### src/rtl/dsefr_pkg.sv
// shared constants, codes and types of the dle/stx/etx frame receiver
// depends on nothing
`timescale 1ns / 1ps

package dsefr_pkg;

    localparam int MAX_PAYLOAD = 64;
    localparam int ADDR_W      = (MAX_PAYLOAD > 1) ? $clog2(MAX_PAYLOAD) : 1;
    localparam int CNT_W       = 7;
    localparam int BYTE_W      = 8;

    localparam logic [BYTE_W-1:0] CODE_STX = 8'h02;
    localparam logic [BYTE_W-1:0] CODE_ETX = 8'h03;
    localparam logic [BYTE_W-1:0] CODE_DLE = 8'h10;

    localparam logic [CNT_W-1:0] MAX_COUNT = CNT_W'(MAX_PAYLOAD);

    typedef enum logic [1:0] {
        PH_HUNT = 2'd0,
        PH_STX  = 2'd1,
        PH_DATA = 2'd2,
        PH_ESC  = 2'd3
    } rx_phase_t;

    typedef enum logic [1:0] {
        DR_IDLE = 2'd0,
        DR_READ = 2'd1,
        DR_SHOW = 2'd2
    } drain_state_t;

    typedef struct packed {
        logic             start;
        logic [CNT_W-1:0] len;
    } drain_req_t;

endpackage

### src/rtl/dle_stx_etx_frame_receiver.sv
// top level of the dle/stx/etx frame receiver
// depends on dsefr_pkg, dsefr_ram, dsefr_parser and dsefr_drain
`timescale 1ns / 1ps

// usage
//   input stream: one received byte per item, tdata[7:0] = rx_byte,
//   tuser = line_error (byte ignored, receiver back to hunting)
//   output stream: one item per payload byte of a frame closed by dle etx,
//   tdata[7:0] = byte, tdata[14:8] = frame length, tlast on the final byte,
//   tuser marks an empty frame (single item, byte reads zero)
// timing
//   ordinary bytes: one item per cycle while no frame drains, no output
//   dle etx: input stalls while the frame drains from the payload ram;
//   each output item takes a ram read state, then an output state, and
//   the next byte is read only after the previous item is taken
//   empty frame: marker in the cycle after the etx item
//   input ready returns in the cycle after the last output item is taken
// reset
//   rst_n low puts the receiver in hunt with a zero count; the payload ram
//   is not cleared, a frame only reads bytes written since its dle stx
// stall
//   a held output item holds its data; input stays stalled meanwhile
module dle_stx_etx_frame_receiver (
    input  logic        clk,
    input  logic        rst_n,
    input  logic        s_axis_tvalid,
    output logic        s_axis_tready,
    input  logic [7:0]  s_axis_tdata,   // rx_byte
    input  logic        s_axis_tuser,   // line_error
    output logic        m_axis_tvalid,
    input  logic        m_axis_tready,
    output logic [15:0] m_axis_tdata,   // out_byte, frame_length, zero pad
    output logic        m_axis_tlast,   // is_last
    output logic        m_axis_tuser    // is_empty
);
    import dsefr_pkg::*;

    drain_req_t        drain_req;
    logic              drain_busy;
    logic              wr_en;
    logic [ADDR_W-1:0] wr_addr;
    logic [BYTE_W-1:0] wr_data;
    logic              rd_en;
    logic [ADDR_W-1:0] rd_addr;
    logic [BYTE_W-1:0] rd_data;

    dsefr_parser u_parser (
        .clk          (clk),
        .rst_n        (rst_n),
        .s_axis_tvalid(s_axis_tvalid),
        .s_axis_tready(s_axis_tready),
        .rx_byte      (s_axis_tdata),
        .line_error   (s_axis_tuser),
        .drain_busy   (drain_busy),
        .wr_en        (wr_en),
        .wr_addr      (wr_addr),
        .wr_data      (wr_data),
        .drain_req    (drain_req)
    );

    dsefr_ram #(
        .DATA_W(BYTE_W),
        .DEPTH (MAX_PAYLOAD),
        .ADDR_W(ADDR_W)
    ) u_ram (
        .clk    (clk),
        .wr_en  (wr_en),
        .wr_addr(wr_addr),
        .wr_data(wr_data),
        .rd_en  (rd_en),
        .rd_addr(rd_addr),
        .rd_data(rd_data)
    );

    dsefr_drain u_drain (
        .clk          (clk),
        .rst_n        (rst_n),
        .drain_req    (drain_req),
        .drain_busy   (drain_busy),
        .rd_en        (rd_en),
        .rd_addr      (rd_addr),
        .rd_data      (rd_data),
        .m_axis_tvalid(m_axis_tvalid),
        .m_axis_tready(m_axis_tready),
        .m_axis_tdata (m_axis_tdata),
        .m_axis_tlast (m_axis_tlast),
        .m_axis_tuser (m_axis_tuser)
    );

endmodule

### src/rtl/dsefr_ram.sv
// generic single-port-write, single-port-read ram with registered read data
// depends on nothing
`timescale 1ns / 1ps

module dsefr_ram #(
    parameter int DATA_W = 8,
    parameter int DEPTH  = 64,
    parameter int ADDR_W = 6
) (
    input  logic              clk,
    input  logic              wr_en,
    input  logic [ADDR_W-1:0] wr_addr,
    input  logic [DATA_W-1:0] wr_data,
    input  logic              rd_en,
    input  logic [ADDR_W-1:0] rd_addr,
    output logic [DATA_W-1:0] rd_data
);

    logic [DATA_W-1:0] mem [DEPTH];
    logic [DATA_W-1:0] rd_data_reg;

    always_ff @(posedge clk)
    begin
        if (wr_en)
        begin
            mem[wr_addr] <= wr_data;
        end
    end

    always_ff @(posedge clk)
    begin
        if (rd_en)
        begin
            rd_data_reg <= mem[rd_addr];
        end
    end

    assign rd_data = rd_data_reg;

endmodule

### src/rtl/dsefr_parser.sv
// receive-side phase machine: unstuffs bytes and writes the payload store
// depends on dsefr_pkg
`timescale 1ns / 1ps

module dsefr_parser (
    input  logic                         clk,
    input  logic                         rst_n,
    input  logic                         s_axis_tvalid,
    output logic                         s_axis_tready,
    input  logic [dsefr_pkg::BYTE_W-1:0] rx_byte,
    input  logic                         line_error,
    input  logic                         drain_busy,
    output logic                         wr_en,
    output logic [dsefr_pkg::ADDR_W-1:0] wr_addr,
    output logic [dsefr_pkg::BYTE_W-1:0] wr_data,
    output dsefr_pkg::drain_req_t        drain_req
);
    import dsefr_pkg::*;

    rx_phase_t        phase_reg, phase_next;
    logic [CNT_W-1:0] count_reg, count_next;
    logic             accept;

    assign s_axis_tready = !drain_busy;
    assign accept        = s_axis_tvalid && s_axis_tready;
    assign wr_addr       = count_reg[ADDR_W-1:0];
    assign wr_data       = rx_byte;

    always_ff @(posedge clk or negedge rst_n)
    begin
        if (!rst_n)
        begin
            phase_reg <= PH_HUNT;
            count_reg <= '0;
        end
        else
        begin
            phase_reg <= phase_next;
            count_reg <= count_next;
        end
    end

    always_comb
    begin
        logic store;
        store           = 1'b0;
        phase_next      = phase_reg;
        count_next      = count_reg;
        wr_en           = 1'b0;
        drain_req.start = 1'b0;
        drain_req.len   = count_reg;
        if (accept)
        begin
            if (line_error)
            begin
                phase_next = PH_HUNT;
            end
            else
            begin
                unique case (phase_reg)
                    PH_HUNT:
                    begin
                        if (rx_byte == CODE_DLE)
                        begin
                            phase_next = PH_STX;
                        end
                    end
                    PH_STX:
                    begin
                        if (rx_byte == CODE_STX)
                        begin
                            phase_next = PH_DATA;
                            count_next = '0;
                        end
                        else
                        begin
                            phase_next = PH_HUNT;
                        end
                    end
                    PH_DATA:
                    begin
                        if (rx_byte == CODE_DLE)
                        begin
                            phase_next = PH_ESC;
                        end
                        else
                        begin
                            store = 1'b1;
                        end
                    end
                    PH_ESC:
                    begin
                        phase_next = PH_DATA;
                        if (rx_byte == CODE_ETX)
                        begin
                            drain_req.start = 1'b1;
                            phase_next      = PH_HUNT;
                        end
                        else if (rx_byte == CODE_DLE)
                        begin
                            store = 1'b1;
                        end
                        else
                        begin
                            phase_next = PH_HUNT;
                        end
                    end
                    default:
                    begin
                        phase_next = PH_HUNT;
                    end
                endcase
                // store full drops the frame
                if (store)
                begin
                    if (count_reg >= MAX_COUNT)
                    begin
                        phase_next = PH_HUNT;
                    end
                    else
                    begin
                        wr_en      = 1'b1;
                        count_next = count_reg + CNT_W'(1);
                    end
                end
            end
        end
    end

endmodule

### src/rtl/dsefr_drain.sv
// drain sequencer: reads the stored frame and presents it byte by byte
// depends on dsefr_pkg; reads through the payload ram
`timescale 1ns / 1ps

module dsefr_drain (
    input  logic                         clk,
    input  logic                         rst_n,
    input  dsefr_pkg::drain_req_t        drain_req,
    output logic                         drain_busy,
    output logic                         rd_en,
    output logic [dsefr_pkg::ADDR_W-1:0] rd_addr,
    input  logic [dsefr_pkg::BYTE_W-1:0] rd_data,
    output logic                         m_axis_tvalid,
    input  logic                         m_axis_tready,
    output logic [15:0]                  m_axis_tdata,  // out_byte, frame_length, zero pad
    output logic                         m_axis_tlast,  // is_last
    output logic                         m_axis_tuser   // is_empty
);
    import dsefr_pkg::*;

    drain_state_t     state_reg, state_next;
    logic [CNT_W-1:0] idx_reg, idx_next;
    logic [CNT_W-1:0] len_reg, len_next;
    logic             empty_reg, empty_next;
    logic [CNT_W-1:0] idx_inc;

    assign idx_inc = idx_reg + CNT_W'(1);
    assign rd_addr = idx_reg[ADDR_W-1:0];

    always_ff @(posedge clk or negedge rst_n)
    begin
        if (!rst_n)
        begin
            state_reg <= DR_IDLE;
            idx_reg   <= '0;
            len_reg   <= '0;
            empty_reg <= 1'b0;
        end
        else
        begin
            state_reg <= state_next;
            idx_reg   <= idx_next;
            len_reg   <= len_next;
            empty_reg <= empty_next;
        end
    end

    always_comb
    begin
        state_next    = state_reg;
        idx_next      = idx_reg;
        len_next      = len_reg;
        empty_next    = empty_reg;
        rd_en         = 1'b0;
        m_axis_tvalid = 1'b0;
        drain_busy    = (state_reg != DR_IDLE);
        m_axis_tdata  = {1'b0, len_reg, (empty_reg ? {BYTE_W{1'b0}} : rd_data)};
        m_axis_tlast  = empty_reg || (idx_inc == len_reg);
        m_axis_tuser  = empty_reg;
        unique case (state_reg)
            DR_IDLE:
            begin
                if (drain_req.start)
                begin
                    idx_next   = '0;
                    len_next   = drain_req.len;
                    empty_next = (drain_req.len == '0);
                    state_next = (drain_req.len == '0) ? DR_SHOW : DR_READ;
                end
            end
            DR_READ:
            begin
                rd_en      = 1'b1;
                state_next = DR_SHOW;
            end
            DR_SHOW:
            begin
                m_axis_tvalid = 1'b1;
                if (m_axis_tready)
                begin
                    if (m_axis_tlast)
                    begin
                        state_next = DR_IDLE;
                    end
                    else
                    begin
                        idx_next   = idx_inc;
                        state_next = DR_READ;
                    end
                end
            end
            default:
            begin
                state_next = DR_IDLE;
            end
        endcase
    end

endmodule

### config.mk
export PLATFORM = sky130hd
export DESIGN_NAME = dle_stx_etx_frame_receiver
export DESIGN_NICKNAME = d
export VERILOG_FILES = /design/src/rtl/dsefr_pkg.sv /design/src/rtl/dle_stx_etx_frame_receiver.sv /design/src/rtl/dsefr_ram.sv /design/src/rtl/dsefr_parser.sv /design/src/rtl/dsefr_drain.sv
export SDC_FILE = /design/constraint.sdc
export NUM_CORES = 1
export LEC_CHECK = 0
export ABC_AREA = 0
export BUFFER_PORTS_ARGS = -buffer_cell sky130_fd_sc_hd__buf_4
export CAP_MARGIN = 0
export CORE_AREA = 2 2 178 198
export CTS_CLUSTER_SIZE = 25
export DETAILED_ROUTE_END_ITERATION = 8
export DIE_AREA = 0 0 180 200
export PLACE_DENSITY = 0.93
export SETUP_SLACK_MARGIN = 0.4
export SYNTH_ARGS = -nofsm -noshare
export SYNTH_HDL_FRONTEND = slang
export SYNTH_SLANG_ARGS = --single-unit
### constraint.sdc
create_clock -name clk -period 8.6 [get_ports clk]
set_input_delay 1.29 -clock clk [delete_from_list [all_inputs] [get_ports clk]]
set_output_delay 1.29 -clock clk [all_outputs]
set_load 0.005 [all_outputs]
# Yosys cells after proc, flatten, opt, wreduce, memory -nomap -nowiden
# Memories as Yosys holds them, arrays and structs flattened. A register that Yosys moved wholly into a read port is not among the register bits.
# Index checks and enable logic that the tools add are counted.
# Widths: inputs -> output; s select.
[word_totals] wordCells=76 ram_bits=512 ff_bits=26 memories=1 inputBits=13
[mem_list] memory="u_ram.mem" depth=64 word_bits=8 rd=1 rd_ports_with_merged_regs=1 wr=1 line_no="dsefr_ram.sv:19" rtl="logic [DATA_W-1:0] mem [DEPTH];"
[classes] n_reduce_logical=12 n_eq_ne=12 mux=41 n_addsub=2 magnitude_cmp=1 n_bitwise=1
[op_table] op="$mux 7" n=7
[op_table] op="$mux 2" n=11
[op_table] op="$mux 1" n=18
[op_table] op="$eq 8x2->1 const B" n=2
[op_table] op="$add 7x1->7 const B" n=2
[op_table] op="$pmux 7 s2" n=1
[op_table] op="$eq 8x5->1 const B" n=1
[op_table] op="$mux 8" n=1
[op_table] op="$pmux 2 s4" n=1
[op_table] op="$eq 7x7->1" n=1
[op_table] op="$ge 7x7->1 const B" n=1
[op_table] op="$logic_not 7->1" n=1
[op_table] op="$eq 2x2->1 const B" n=3
[op_table] op="$ne 2x2->1 const B" n=3
[op_table] op="$pmux 2 s3" n=1
[op_table] op="$reduce_and 2->1" n=3
[op_table] op="$eq 2x1->1 const B" n=2
[op_table] op="$logic_not 2->1" n=2
[op_table] op="$reduce_and 4->1" n=1
[op_table] op="$reduce_bool 2->1" n=2
[op_table] op="$pmux 1 s2" n=1
[op_table] op="$logic_and 1x1->1" n=1
[op_table] op="$logic_not 1->1" n=1
[op_table] op="$logic_or 1x1->1" n=1
[op_table] op="$not 1->1" n=1

# Logic depth before layout (Yosys ltp)
[depth] depth_word=11 depth_mapped=9 mapped_depth_nobuf=7

# Hierarchy
# From an unflattened synthesis, not the netlist that was laid out.
[hier_totals] hier_cells=1142 hier_area_um2=22122.5
[modules_own_cells] mod="dsefr_ram" seq_area_each_um2=15615.0 n_inst=1 area_per_inst_um2=20246.9 cells_each=940
[modules_own_cells] mod="dsefr_drain" seq_area_each_um2=425.4 n_inst=1 area_per_inst_um2=1118.6 cells_each=114
[modules_own_cells] mod="dsefr_parser" seq_area_each_um2=225.2 n_inst=1 area_per_inst_um2=757.0 cells_each=88

# Worst setup path before layout
# No wires, ideal clock.
[synth_path] kind="input port to flip-flop" startpoint="in s_axis_tdata[2]" endpoint="mem u_ram.mem[40][0] (enable)" n_path_buf=0 slack_ns=4.482 required_ns=8.205 arrival_ns=3.724 path_stages=5 path_cell_list="or4_4 > nor4_4 > mux2i_1 > nand4b_1 > nor4_1"
[synth_between] elab_chain_len=11
[synth_lines] element="start: declaration" line_no="dle_stx_etx_frame_receiver.sv:28" rtl="input logic [7:0] s_axis_tdata,"
[synth_lines] element="$eq 8x5->1" line_no="dsefr_parser.sv:82, dsefr_parser.sv:99"
[synth_lines] element="$mux 1" line_no="dsefr_parser.sv:99" rtl="else if (rx_byte == CODE_DLE)"
[synth_lines] element="$mux 1" line_no="dsefr_parser.sv:94" rtl="if (rx_byte == CODE_ETX)"
[synth_lines] element="$pmux 1 s2 *" line_no="dsefr_parser.sv:60" rtl="unique case (phase_reg)"
[synth_lines] element="$mux 1 *" line_no="dsefr_parser.sv:54" rtl="if (line_error)"
[synth_lines] element="$mux 1 *" line_no="dsefr_parser.sv:52" rtl="if (accept)"
[synth_lines] element="$mux 1 *" line_no="dsefr_parser.sv:114" rtl="if (store)"
[synth_lines] element="$mux 1 *" line_no="dsefr_parser.sv:54"
[synth_lines] element="$mux 1 *" line_no="dsefr_parser.sv:52"
[synth_lines] element="$mux 1 *" line_no="dsefr_ram.sv:24" rtl="if (wr_en)"
[synth_lines] element="$mux 1 (not written as such) *" line_no="dsefr_ram.sv:26" rtl="mem[wr_addr] <= wr_data;"
[synth_lines] element="end: declaration" line_no="dsefr_ram.sv:19"
# Mark *: on every way between the ends. The rest lies on a longest branch, timed or not. The select of a mux whose other input is x is not followed.

# Worst setup path after layout
[layout_path] startpoint="reg u_drain.idx_reg[3]" endpoint="out m_axis_tlast"
[layout_between] elab_chain_len=3
[layout_lines] element="start: declaration" line_no="dsefr_drain.sv:22" rtl="logic [CNT_W-1:0] idx_reg, idx_next;"
[layout_lines] element="start signal: assignment" line_no="dsefr_drain.sv:42" rtl="idx_reg <= idx_next;"
[layout_lines] element="$add 7x1->7" line_no="dsefr_drain.sv:27" rtl="assign idx_inc = idx_reg + CNT_W'(1);"
[layout_lines] element="$eq 7x7->1" line_no="dsefr_drain.sv:58" rtl="m_axis_tlast = empty_reg || (idx_inc == len_reg);"
[layout_lines] element="$logic_or 1x1->1" line_no="dsefr_drain.sv:58"
[layout_lines] element="end: declaration" line_no="dle_stx_etx_frame_receiver.sv:33" rtl="output logic m_axis_tlast,"
# No other way between the ends.

==> impl_metrics.toml <==
[place]
place.gp.congestion = 0.9117
hpwlAfterDp_mm = 30.60
io_buffers = 31
place_area_um2 = 22460

[global_route]
grt_pass1_vias = 11610
grt_first_pass_wirelength_mm = 78.73
grt-ovfl-total = 0
antenna_found_initial = 1
grt_use_total_pct = 30.38
grt_max_degree = 75

[clock_tree]
cts_buffer_depth = 3
clock-sinks = 546
cts_buffers = 49
insertion_delay_ps = 570
htree_num_levels = 2
cts-root-buf = "clkbuf_16"
cts_setup_buffers = 0
clk_pin_slew_ps = 60
tritoncts = "done"
cts_hold_buf = 0
cts_resized = 0

[setup_path]
r2r_slack_ps = 4670
critPathArrivalTime_ps = 3200
ff2ff_path_depth = 7
crit_type = "reg2out"
r2r-start = "u_drain.idx_reg[0]"
endpoint_kind = "output pin"
cp-start-kind = "register"
worstPathRequired_ps = 7310
crit_fanout = 17
r2r-end = "u_ram.rd_data[0]"

[floorplan]
dieArea_um2 = 36000
start_util_pct = 64.60
die_h_um = 200
io_pins = 33
die_w_um = 180
coreArea_um2 = 33850
rows = 71

[min_path]
min_to = "u_drain.len_reg[1]"
hp-start = "u_drain.len_reg[1]"
hp-class = "reg2reg"
hold_depth = 2

[finish]
largest_reg_flops = 512
drive_gt1_share_pct = 26.17
antenna_cells = 0
fill_cells = 1759
syn_to_final_growth_pct = 10.09
design_area_um2 = 24070
nNetsFinal = 1131

[job]
maxCapViolCount = 0

[sta]
max_freq_mhz = 222.5
finalHoldViolCount = 0
finalSetupViolations = 0
skew_ps = 17.44
timing.hold.ws_ps = 550.9
tns_ps = 0
rsz0062_at_grt = "no"
worstMarginPinSlew_ps = 1101
period_share_pct = 52.25
period_needed_ps = 4494
relSlewSlack_pct = 26.62
maxSlewViolCount = 0

[synthesis]
yosysWarnings = 0
yosysSeqAreaShare_pct = 74.39
synth-seq-cells = 546
netlist_instances = 1085
synth_flop_cell = "edfxtp_1"
synth_edf_count = 520
avgSynthCellArea_um2 = 20.15
ys_types = 63
synth.net_count = 1101
synthArstFlopShare_pct = 4.762
synth_area_um2 = 21870

[power]
peakVddDrop_mv = 0.2048
power_density_nw_per_um2 = 284.0
leakage_nw = 7.649

[route]
drc_errors = 0
drtPass1Iterations = 6
vias = 11600
drt-initial-drc-count = 2030
antenna_left = 0
via_per_inst = 7.288
wl_mm = 53.34
wl_per_cell_um = 33.51

[outcome]
status = "finished, final reports clean"
-- layer usage --
layer / vias to the layer above / share of wire (%) / track usage [%]
li1: 4522 / - / -
met1: 5863 / 34 / 39.87
met2: 1051 / 49 / 50.62
met3: 167 / 12 / 6.313
met4: 0 / 4.9 / 12.98
met5: - / 0 / 0
-- cells in the final DEF, fill, tap and decap left out, types with 8 or more instances in the layout --
cell type,synthesis,final
clkbuf_16,0,51
mux4_2,136,136
o21ai_0,16,16
nand3_1,15,15
dfrtp_1,26,23
a21oi_1,11,11
clkinv_1,1,10
nor2_1,80,80
buf_4,8,46
nor2b_1,18,18
mux2_2,22,22
mux2i_1,26,26
o211ai_1,9,9
o22ai_1,8,8
a211oi_1,9,9
clkinv_2,0,11
edfxtp_1,520,520
nand2_1,17,17
-- metrics by stage --
stage	instances	utilization [%]	power, mW	worst slack (ps)
floorplan	1085	-	4.187	4482
finish	1592	71.12	6.836	4106
global placement	1502	66.36	4.552	4084
detailed placement	1502	66.36	4.616	3902
CTS	1592	71.12	6.817	4124
global route	1592	71.12	7.004	3918
-- final cells by class --
type                            instances  area (um2)  area share (%)
Sequential cell                       546       16280           67.61
Multi-Input combinational cell        464        5259           21.85
Clock buffer                           59        1346           5.593
Tap cell                              438       548.0           2.277
Timing Repair Buffer                   46       345.3           1.435
Clock inverter                         31       267.8           1.112
Inverter                                8       30.03          0.1247
-- power breakdown --
part / switching (mW) / total, mW / internal [mW]
Sequential: 0.0756 / 3.02 / 2.94
Combinational: 0.867 / 1.61 / 0.746
Clock: 0.967 / 2.21 / 1.24
Total: 1.91 / 6.84 / 4.93
-- Yosys cell counts, drive strengths merged, types with 8 or more instances --
cell	instances	area, um2
buf	45	227.7
nor2b	18	112.6
o22ai	8	50.05
o21ai	17	88.84
edfxtp	520	15610
mux2i	26	260.3
nor2	80	300.3
a211oi	9	67.56
nand2	17	63.81
o211ai	9	67.56
mux2	22	247.7
mux4	136	3063
clkbuf	22	83.83
nand3	18	105.1
a21oi	11	55.05
dfrtp	26	650.6
-- cells by family after synthesis --
family	count (synthesis)	synth area share, %
flops	546	74.39
mux	184	16.33
simple gates	182	4.509
compound gates	86	2.701
buf+inv	75	1.562
xor+xnor	8	0.3204
fa+ha+maj	3	0.1717
other cells	1	0.01715
-- worst max path at each step --
stage / slack [ps] / end / depth (start not counted) / start
4_1_cts: 4120 / m_axis_tlast / 7 / u_drain.idx_reg[3]
5_1_grt: 3920 / m_axis_tlast / 7 / u_drain.idx_reg[3]
3_5_place_dp: 3900 / u_ram.mem[3][7] / 7 / s_axis_tdata[2]
3_3_place_gp: 4080 / u_ram.mem[63][0] / 7 / s_axis_tdata[2]
6_report: 4110 / m_axis_tlast / 7 / u_drain.idx_reg[3]
2_1_floorplan: 4480 / u_ram.mem[40][0] / 5 / s_axis_tdata[2]
-- critical path, cell delays in order, from the launching register on --
cell and delay [ps]:
dfrtp_1 670, buf_4 370, and2_1 570, xnor2_1 150, a311oi_1 420, nor3_1 110, buf_4 190, buf_4 140
Power figures use the tool's default switching activity.
